**src/rtl/npc_pkg.sv**
```systemverilog
// ----------------------------------------------------------------------------
// npc_pkg
// Shared types, codes and helpers for the nearest palette colour unit.
// ----------------------------------------------------------------------------
`default_nettype none

package npc_pkg;

  // Field widths
  localparam int COMP_W  = 8;
  localparam int QUERY_W = 10;
  localparam int IDX_W   = 8;
  localparam int VALUE_W = 24;
  localparam int DEPTH_W = 3;
  localparam int DIST_W  = 18;  // 3 * 255^2 fits in 18 bits

  // Default palette size
  localparam int PALETTE_ENTRIES_DEF = 256;

  // Close-match threshold that ends a search
  localparam logic [DIST_W-1:0] DIST_CLOSE = DIST_W'(8);
  // Start distance: above any real distance
  localparam logic [DIST_W-1:0] DIST_START = '1;

  localparam logic [COMP_W-1:0] COMP_MAX = 8'd255;

  // Operation codes
  localparam logic OP_WRITE = 1'b0;
  localparam logic OP_FIND  = 1'b1;

  // Screen depth codes
  localparam logic [DEPTH_W-1:0] DEPTH_PALETTE = 3'd1;
  localparam logic [DEPTH_W-1:0] DEPTH_RGB565  = 3'd2;
  localparam logic [DEPTH_W-1:0] DEPTH_RGB888  = 3'd4;
  localparam logic [DEPTH_W-1:0] DEPTH_RESET   = DEPTH_PALETTE;

  // Search item moving along the cell row
  typedef struct packed {
    logic              valid;
    logic              done;
    logic [COMP_W-1:0] red;
    logic [COMP_W-1:0] green;
    logic [COMP_W-1:0] blue;
    logic [DIST_W-1:0] best;
    logic [IDX_W-1:0]  idx;
  } tok_t;

  // Palette write broadcast to every cell
  typedef struct packed {
    logic              en;
    logic [IDX_W-1:0]  idx;
    logic [COMP_W-1:0] red;
    logic [COMP_W-1:0] green;
    logic [COMP_W-1:0] blue;
  } pal_wr_t;

  // Saturate a query component to 255
  function automatic logic [COMP_W-1:0] sat_comp(input logic [QUERY_W-1:0] v);
    logic [COMP_W-1:0] r;
    if (v > QUERY_W'(COMP_MAX)) begin
      r = COMP_MAX;
    end else begin
      r = v[COMP_W-1:0];
    end
    return r;
  endfunction

endpackage

`default_nettype wire

```
**src/rtl/npc_cell.sv**
```systemverilog
// ----------------------------------------------------------------------------
// npc_cell
// One palette entry with its distance check; passes the search item on.
// ----------------------------------------------------------------------------
`default_nettype none

module npc_cell #(
  parameter int CELL_IDX = 0
) (
  input  wire logic            clk,
  input  wire logic            rst_n,
  input  wire npc_pkg::pal_wr_t wr,
  input  wire npc_pkg::tok_t   tok_in,
  output      npc_pkg::tok_t   tok_out
);
  import npc_pkg::*;

  localparam logic [IDX_W-1:0] MY_IDX = IDX_W'(CELL_IDX);

  logic [COMP_W-1:0] red_r, green_r, blue_r;
  tok_t              tok_r, tok_nxt;

  logic [COMP_W-1:0]   dr, dg, db;
  logic [2*COMP_W-1:0] sr, sg, sb;
  logic [DIST_W-1:0]   sq_dist;

  // Load the stored entry on a matching write
  always_ff @(posedge clk) begin
    if (wr.en && wr.idx == MY_IDX) begin
      red_r   <= wr.red;
      green_r <= wr.green;
      blue_r  <= wr.blue;
    end
  end

  // Squared RGB distance to the stored entry
  always_comb begin
    dr   = (red_r   > tok_in.red)   ? red_r   - tok_in.red   : tok_in.red   - red_r;
    dg   = (green_r > tok_in.green) ? green_r - tok_in.green : tok_in.green - green_r;
    db   = (blue_r  > tok_in.blue)  ? blue_r  - tok_in.blue  : tok_in.blue  - blue_r;
    sr   = dr * dr;
    sg   = dg * dg;
    sb   = db * db;
    sq_dist = DIST_W'(sr) + DIST_W'(sg) + DIST_W'(sb);
  end

  // Take a strictly better entry; stop the search on a close match
  always_comb begin
    tok_nxt = tok_in;
    if (tok_in.valid && !tok_in.done && sq_dist < tok_in.best) begin
      tok_nxt.best = sq_dist;
      tok_nxt.idx  = MY_IDX;
      tok_nxt.done = (sq_dist < DIST_CLOSE);
    end
  end

  // Advance the item to the next cell
  always_ff @(posedge clk) begin
    if (!rst_n) begin
      tok_r.valid <= 1'b0;
    end else begin
      tok_r.valid <= tok_nxt.valid;
    end
    tok_r.done  <= tok_nxt.done;
    tok_r.red   <= tok_nxt.red;
    tok_r.green <= tok_nxt.green;
    tok_r.blue  <= tok_nxt.blue;
    tok_r.best  <= tok_nxt.best;
    tok_r.idx   <= tok_nxt.idx;
  end

  assign tok_out = tok_r;

endmodule

`default_nettype wire

```
**config.mk**
```make
export PLATFORM = sky130hd
export DESIGN_NAME = npc_cell
export DESIGN_NICKNAME = d
export VERILOG_FILES = /design/src/rtl/npc_pkg.sv /design/src/rtl/npc_cell.sv
export SDC_FILE = /design/constraint.sdc
export NUM_CORES = 1
export LEC_CHECK = 0
export BUFFER_PORTS_ARGS = -buffer_cell sky130_fd_sc_hd__buf_2
export CELL_PAD_IN_SITES_DETAIL_PLACEMENT = 1
export CELL_PAD_IN_SITES_GLOBAL_PLACEMENT = 2
export CORE_AREA = 2 2 161 163
export DETAILED_ROUTE_END_ITERATION = 16
export DIE_AREA = 0 0 163 165
export GPL_TIMING_DRIVEN = 0
export PLACE_DENSITY = 0.89
export RECOVER_POWER = 25
export SETUP_SLACK_MARGIN = 0.5
export SLEW_MARGIN = 10
export SYNTH_ARGS = -nofsm -noshare
export SYNTH_HDL_FRONTEND = slang
export SYNTH_SLANG_ARGS = --single-unit
```
**constraint.sdc**
```tcl
create_clock -name clk -period 14.9 [get_ports clk]
set_clock_uncertainty 0.05 [all_clocks]
set_input_delay 0.745 -clock clk [delete_from_list [all_inputs] [get_ports clk]]
set_output_delay 0.745 -clock clk [all_outputs]
set_load 0.05 [all_outputs]
```
Word-level counts from Yosys, hierarchy flattened
Cells that the tools add are included.
{"block": "totals", "reg_bits": 76, "in_bits": 87, "word_cells": 36}
{"block": "op_classes", "add_sub_neg": 8, "n_reduce_logical": 5, "magnitude_cmp": 5, "n_mul": 3, "muxes": 5}
{"cell": "8-bit by 8-bit multiplier with 16-bit output", "n": 3}
{"cell": "8-bit subtractor", "n": 6}
{"cell": "26-bit two-way mux", "n": 1}
{"cell": "8-bit > comparator", "n": 3}
{"cell": "8-bit two-way mux", "n": 3}
{"cell": "17-bit by 16-bit adder with 18-bit output", "n": 1}
{"cell": "18-bit less-than comparator", "n": 1}
{"cell": "18-bit by 4-bit less-than comparator with 1-bit output, second input constant", "n": 1}
{"cell": "16-bit by 16-bit adder with 17-bit output", "n": 1}
{"cell": "8-bit zero test", "n": 1}
{"cell": "1-bit logical AND", "n": 3}
{"cell": "1-bit zero test", "n": 1}
{"cell": "1-bit two-way mux", "n": 1}

Longest topological paths before layout
Gate-level depths: netlist of the first run.
{"block": "depth", "word_depth": 8, "ltp_mapped": 45}

Worst setup path after synthesis of the first run
OpenSTA, ideal clock, no wires.
{"block": "synth_path", "path_kind": "in2reg", "start": "input tok_in[26] (netlist name)", "end": "register tok_r, in the netlist tok_out[15]", "cell_stages": 37, "path_buffers": 3, "setup_slack_ps": 4564, "arrival_ps": 10165, "t_required_ps": 14729, "path_cell_list": "ha_1 > inv_1 > fa_1 > a211o_1 > o2111ai_1 > a21oi_2 > buf_6 > mux2i_1 > a221o_1 > xnor2_1 > nand2b_1 > fa_1 > fa_1 > fa_1 > inv_1 > fa_1 > fa_1 > fa_1 > inv_1 > fa_1 > inv_1 > ha_1 > a41o_2 > or4_1 > nor2b_4 > a2111oi_0 > a211o_1 > ha_1 > a21o_1 > a21o_1 > a211oi_1 > o31ai_1 > nand4b_1 > and3_1 > buf_6 > buf_12 > mux2_4"}
{"item": "start, declared", "line": "npc_cell.sv:13", "rtl": "input wire npc_pkg::tok_t tok_in,"}
{"item": "end, declared", "line": "npc_cell.sv:21", "rtl": "tok_t tok_r, tok_nxt;"}

==> results.txt, run 1 <==
Leaving out fill and tap cells, the most frequent cells in the layout are 281 x inv_1, 140 x ha_1, 139 x fa_1. In this run, CTS created clock tree buffers numbering 9. For the final hold violation count, the log shows 0.

Adding up every negative setup slack in the final design gives 0 ps. For this run, the share of the core covered by cells in the final layout is 46.2%. The initial antenna violation count was 0. Counting flops with an async set or reset pin after synthesis yields a share of 0%. The run finished with clean final reports. At the worst endpoint, the required time is 15090 ps.

For this run, the slowest stage of the critical path takes 770 ps. The detailed router finished its first iteration with 178 violations. TritonCTS built the clock tree.

For this run, design rule violations remaining after detail routing come to 0. After legalization and detailed placement, the total HPWL measured 20.1 mm. The cell with the largest stage delay on the worst path was xor2_1. Wires add up to 23.6 mm. The number of I/O pins was 139. Cell area after technology mapping: 10200 µm².

The most critical setup path has its startpoint at tok_in[43]. In this design, the critical path's most frequently occurring cell is fa_1. In this run the vertical extent of the chip is 165 µm. The area overhead of the layout relative to synthesis works out to 13.8%. The wire length of the first global-routing pass is 38.6 mm, and the routed length per instance is 15.2 µm.

The endpoint identified for the worst register-to-register timing path is tok_out[17]. Counting distinct cell types in the post-synthesis netlist gives 68. Once the floorplan was initialized, standard cells occupied 40.6% of the core.

After detailed routing, the number of vias per cell comes to 4.88. The region available for standard cell placement spans 25000 µm². Most common cell after layout, fill and taps aside: inv_1.

Count of hold buffers inserted by post-cts repair: 0. The die outline width is 163 µm, and the logic depth of the worst register-to-register path is 37. Across all hold checks on the routed design, the worst slack comes to 454 ps.

The number of max-capacitance violations reported is 0, and the portion of the post-synthesis area used by sequential elements is 17.3%. The total die area is 26900 µm². Averaged over all synthesized cells, the footprint is 9.60 µm². The tools report the via count of the first global-routing pass as 8052. For flop-to-flop paths, the worst setup slack is 3640 ps.

Detailed routing inserted a total of 7549 vias. The final number of max-transition violations was 0; the portion of the clock cycle consumed by the worst path in the final layout was 76.5%. The worst slew margin relative to its limit was 32.8%. The total overflow left after global routing is 0. The clock passes through at most 2 buffers. Setup repair after global routing left no endpoint under its margin. The tools report the count of warnings emitted by yosys as 0. Entering global routing, the biggest net connects 15 pins. The logs give 0 for the number of diodes added for antenna fixing and 0.832 for the final RePlAce weighted congestion. The startpoint identified for the worst register-to-register timing path is green_r[0]. The logs give 0 for the quantity of gates resized following cts and 0.0878 GHz for the highest attainable clock frequency. For the pin with the worst max-slew slack, the measured transition is 1000 ps. The tools report the startpoint type of the worst setup path as an input pin. When the netlist entered floorplanning its net count stood at 1425.

For this run, the detailed router's first-pass iteration total came to 4. The worst setup path is of the input pin to flip-flop kind. By area the synthesized netlist is led by fa_1 27%, ha_1 17%, inv_1 10%. In this run the worst setup path terminates at tok_out[17]. The tree is rooted in a clkbuf_16. Clock sink total: 76. The number of H-tree levels is 3. The tools report the launch point of the worst hold path as tok_in[33]. The top flip-flop cell by instance count after synthesis is dfxtp_1. In this run the biggest area consumer among cell types represents 27.4% of the synthesized area.

At the end of the flow, the number of nets in the layout was 1577. STA classifies the critical path endpoint as a flip-flop. The clock insertion delay at the later pin of the skew report is 360 ps, and the number of input and output port buffers inserted is 138.

The run gives 0 as the number of routed nets with antenna violations. Counting I/O delays and the setup requirement, the final critical path takes 11390 ps. The largest total area in the synthesized netlist belongs to fa_1. Data on the critical path arrives at its endpoint at 11580 ps. The tools report the site row count as 58. The clock input transition at the sequential cells of the worst setup and hold paths was 70 ps; the overall track demand over capacity in global routing was 18.1%. After clock tree synthesis, the setup repair step added 0 buffers.

The flop and latch count out of synthesis works out to 76. The fraction of layout cells with a size suffix above 1 is 15.7%. Setup violations remaining at the end of the flow were counted as 0. The number of enable-type register cells in the synthesized netlist is 24. Along the worst path, the maximum fanout reaches 10.

The tightest min-delay check is of the input pin to flip-flop type. Synthesized netlist cell count: 1059.
-- logic make-up after synthesis --
group                    after synthesis  share of synthesized area (%)
flip-flops                            76                           17.3
buffers and inverters                297                           11.5
AND/OR/NAND/NOR                      212                           10.5
adder cells (fa/ha/maj)              279                           44.6
AO/OA/AOI/OAI                        125                           8.76
XOR/XNOR                              36                           3.32
multiplexers                          34                           3.94
-- synth_stat cells (all sizes together), types with 15 or more instances --
library cell  number
inv              282
mux2              21
nor2              78
a21oi             28
nand2b            15
o21ai             20
ha               140
fa               139
dfxtp             52
nand2             31
xnor2             16
xor2              20
edfxtp            24
and2              16
-- per-layer routing --
metal | track usage (%) | wire, µm
met2 | 34.5 | 12900
met4 | 4.47 | 294
met5 | 0 | 0
met1 | 21.9 | 9940
met3 | 1.88 | 473
-- worst min path at each step --
stage	end	slack, ps	cells after the start
6_report	tok_out[33]	450	1
5_1_grt	tok_out[49]	460	1
4_1_cts	tok_out[33]	440	1
3_5_place_dp	tok_out[49]	820	1
3_3_place_gp	tok_out[49]	810	1
2_1_floorplan	tok_out[26]	720	0
-- through the flow --
step | instance area [µm²] | std cells | worst slack (ps)
2_1_floorplan | 10200 | 1059 | 4560
3_3_place_gp | 11300 | 1527 | 3320
3_5_place_dp | 11300 | 1530 | 3330
4_1_cts | 11600 | 1546 | 3630
5_1_grt | 11600 | 1546 | 2830
6_report | 11600 | 1546 | 3510
-- layout make-up --
type                    count  area, µm²
plain buffers              15        113
clock buffers               9        225
clock inverters             7       73.8
fillers                  2943      13500
inverters                 282       1060
multi-input cells         686       7240
flip-flops and latches     76       1760
well taps                 330        413
repair buffers            141        682
-- state kept, by name (all words and copies together) (netlist names) --
register and count:
tok_out 52, blue_r 8, green_r 8, red_r 8
-- worst max-delay path, delay by kind of cell --
kind / cells / cell delay (ps)
and+or+nand+nor: 7 / 1480
buffers and inverters: 9 / 900
adders and majority gates: 10 / 4700
xor gates and xnor gates: 1 / 770
muxes: 2 / 500
AOI/OAI and AO/OA: 10 / 2480
Power of run 1 is not shown: default switching activity piles up to over one toggle a cycle in this logic, so the estimate is an artifact.
==> run 2: changes to the inputs <==
--- a/config.mk
+++ b/config.mk
@@ -8,11 +8,11 @@
 export BUFFER_PORTS_ARGS = -buffer_cell sky130_fd_sc_hd__buf_2
 export CELL_PAD_IN_SITES_DETAIL_PLACEMENT = 1
 export CELL_PAD_IN_SITES_GLOBAL_PLACEMENT = 2
-export CORE_AREA = 2 2 161 163
+export CORE_AREA = 2 2 176 178
 export DETAILED_ROUTE_END_ITERATION = 16
-export DIE_AREA = 0 0 163 165
+export DIE_AREA = 0 0 178 180
 export GPL_TIMING_DRIVEN = 0
-export PLACE_DENSITY = 0.89
+export PLACE_DENSITY = 0.79
 export RECOVER_POWER = 25
 export SETUP_SLACK_MARGIN = 0.5
 export SLEW_MARGIN = 10
==> constraint.sdc (replaced) <==
create_clock -name clk -period 9.4 [get_ports clk]
set_clock_uncertainty 0.05 [all_clocks]
set_input_delay 0.47 -clock clk [delete_from_list [all_inputs] [get_ports clk]]
set_output_delay 0.47 -clock clk [all_outputs]
set_load 0.05 [all_outputs]
==> run 2 against run 1 <==
The flow now finishes with violations (setup timing). Critical path type is now flip-flop to flip-flop. Sequential share of layout area fell by 1.3 points. Final cell count rose by 7.2%. Core utilization fell by 4.4 points. Clock-buffer cell count rose by 2. Global-route usage fell by 1.5 points.
==> results.txt, run 2 (same netlist as run 1, synthesis figures left out) <==
The flow ran to the end, but the final reports show violations. The number of I/O pins was 139 (unchanged). The top cell types in the final layout, fill and taps aside, are 274 x inv_1, 135 x fa_1, 130 x ha_1.

The cell sitting at the root of the clock tree is a clkbuf_16. In this run the worst hold path is classified as input pin to flip-flop. The logic depth of the worst register-to-register path came out at 41 (+11%).

The critical path starts at red_r[0]. The most common cell after layout, fill and taps aside was inv_1. In this run the most critical hold path is launched from tok_in[49].

The final routed wirelength across all metal layers was 25.6 mm (+8.4%). The logs give 211 (+19%) for the DRC violation total after the first TritonRoute iteration and 0 (unchanged) for the final number of max-transition violations. The worst hold slack across all endpoints is 184 ps (-269 ps), and the pin slew with the least headroom to its limit is 750 ps (-251 ps). On the critical path, the stage with the largest delay is an instance of fa_1.

The worst hold path depth works out to 1 (unchanged). The endpoint identified for the worst register-to-register timing path is tok_out[24]. The overall track demand over capacity in global routing was 16.6% (-1.5 points). Maximum single-stage delay on the critical path: 560 ps (-210 ps).

For the initial standard-cell utilization of the core, the log shows 33.7% (-6.9 points). The path with the worst hold slack has its endpoint at tok_out[49]. The highest attainable clock frequency is 0.0989 GHz, and the portion of the clock cycle consumed by the worst path in the final layout is 108%. The routed length per instance was 15.4 µm (+1.2%); the remaining design rule violation count was 0 (unchanged). The tools report the worst reg-to-reg setup slack as -710 ps (-4350 ps). The count of hold buffers inserted by post-cts repair is 0 (unchanged). The final sum of negative setup slack is -15840 ps (-15840 ps), and the via density per instance is 4.64 (-5.1%).

Counting I/O delays and the setup requirement, the final critical path takes 10110 ps. The kind of cell with the highest combined delay on the critical path was adder cells. The tools report the number of H-tree levels as 3 (unchanged).

Among the stages of the critical path, the cell type that occurs most often is fa_1. The area overhead of the layout relative to synthesis is 24.2%, and the site row count is 64 (+10%). The tools report the core outline area as 30200 µm² (+21%).

The final cell count without fillers is 1657 (+7.2%), and the placed wire-length estimate after detailed placement is 21.3 mm (+5.5%). For the utilization of the core after routing, the log shows 41.8% (-4.4 points). The via count of the first global-routing pass is 8387 (+4.2%), and the buffer and inverter count on the worst path is 10 (+1).

The number of flip-flops under the largest register name was 52 (unchanged). The critical path arrival was 10320 ps (-1260 ps). For the number of diodes added for antenna fixing, the log shows 0 (unchanged). The tools report the worst slew margin relative to its limit as 49.6% (+17 points). The vertical die dimension is 180 µm (+9.1%). For the largest net degree at the start of global routing, the log shows 14 (-1). The clock insertion delay at the later pin of the skew report came out at 370 ps (about the same). Slack of the critical path: -714 ps (-4220 ps). The fraction of layout cells with a size suffix above 1 was 25.1% (+9.4 points). TritonCTS built the clock tree. The logs give 1622 (+2.9%) for the net count reported at finish and 9 (unchanged) for the CTS buffer count. Final hold violation count: 0 (unchanged).

The final reports fail on setup timing. The number of input and output port buffers inserted came out at 138 (unchanged). The remaining global-route overflow was 0 (unchanged). The clock input transition at the sequential cells of the worst setup and hold paths came out at 60 ps (about the same). The tools report the vias after detailed routing as 7681 (+1.7%). The run gives 9610 ps (-5480 ps) as the endpoint required time on the critical path. The run gives 41.7 mm (+8.0%) as the wire length of the first global-routing pass.

Category of the most critical setup path: flip-flop to flip-flop. The run gives 0 (unchanged) as the initial antenna violation count. The run gives 0 (unchanged) as the number of max-capacitance violations reported. The worst register-to-register path begins at red_r[0]. Detailed-router iteration count before antenna repair: 4 (unchanged). Setup repair after global routing could not meet its margin everywhere. The maximum clock path buffer count came out at 2 (unchanged). The category of the worst setup path capture point was a flip-flop. The total die area was 32000 µm² (+19%). The logs give 0 (unchanged) for the number of routed nets with antenna violations and 0.853 (+2.6%) for the final RePlAce weighted congestion. The highest net fanout along the worst path works out to 5 (-5). Startpoint type of the worst setup path: a flip-flop. The clock sink total came out at 76 (unchanged). The logs give 3485 (+18%) for the total of fill cells in the finished design and 1596 (+4.3%) for the number of placed instances, taps included. The die outline width is 178 µm (+9.2%), and the total setup violations reported at the end of the flow is 27 (+27).
## run 2: cell types whose count changed in the layout (fill, tap and decap cells not counted), moves of 7 or more
cell / delta
xor2_1: -9
xnor2_1: -8
mux2_4: +7
inv_1: -7
buf_6: +7
ha_1: -10
inv_2: +7
nor2_1: -7
buf_4: +37
mux2_2: -7
## run 2: worst max path at each step
stage                       end  slack, ps  cells after the start
floorplan           tok_out[15]       -150                     39
global placement    tok_out[16]      -1410                     38
detailed placement  tok_out[50]      -1560                     36
CTS                 tok_out[18]       -820                     41
global route        tok_out[21]      -1140                     38
finish              tok_out[24]       -710                     41
## run 2: layout make-up
| class | instances | area, µm² | share of cell area (%) |
|---|---|---|---|
| Buffer | 15 | 129 | 1.02 |
| Clock inverter | 5 | 28.8 | 0.228 |
| Inverter | 282 | 1060 | 8.38 |
| Multi-Input combinational cell | 686 | 7840 | 62.1 |
| Timing Repair Buffer | 186 | 1090 | 8.60 |
| Sequential cell | 76 | 1760 | 13.9 |
| Clock buffer | 11 | 233 | 1.84 |
| Tap cell | 396 | 495 | 3.92 |
## run 2: routing by layer
| metal | track usage [%] | vias to the layer above | wire length [µm] |
|---|---|---|---|
| met2 | 28.7 | 125 | 12700 |
| met5 | 0 | - | 0 |
| met4 | 4.56 | 0 | 404 |
| met1 | 21.1 | 3811 | 11400 |
| li1 | - | 3728 | - |
| met3 | 3.19 | 17 | 962 |
## run 2: worst register-to-register path, delay by kind of cell, from the launching register on
kind            cells  cell delay [ps]
mux                 1              290
xor+xnor            1              280
flops               1              390
fa+ha+maj          11             4510
compound gates     13             2660
buf+inv            10              820
simple gates        5             1010
## run 2: repair_timing
action | in CTS | in global routing
pin swaps | 48 | 31
buffers inserted | 33 | 12
endpoints found under the hold margin | 0 | 0
gates resized for setup | 67 | 30
endpoints found under the setup margin | 27 | 27
## run 2: metrics by stage
step                area (µm²)  worst slack, ps
finish                   12600             -714
CTS                      12500             -819
floorplan                10300             -150
global placement         11500            -1410
detailed placement       11500            -1560
global route             12600            -1140
Power of run 2 is left out for the same reason.
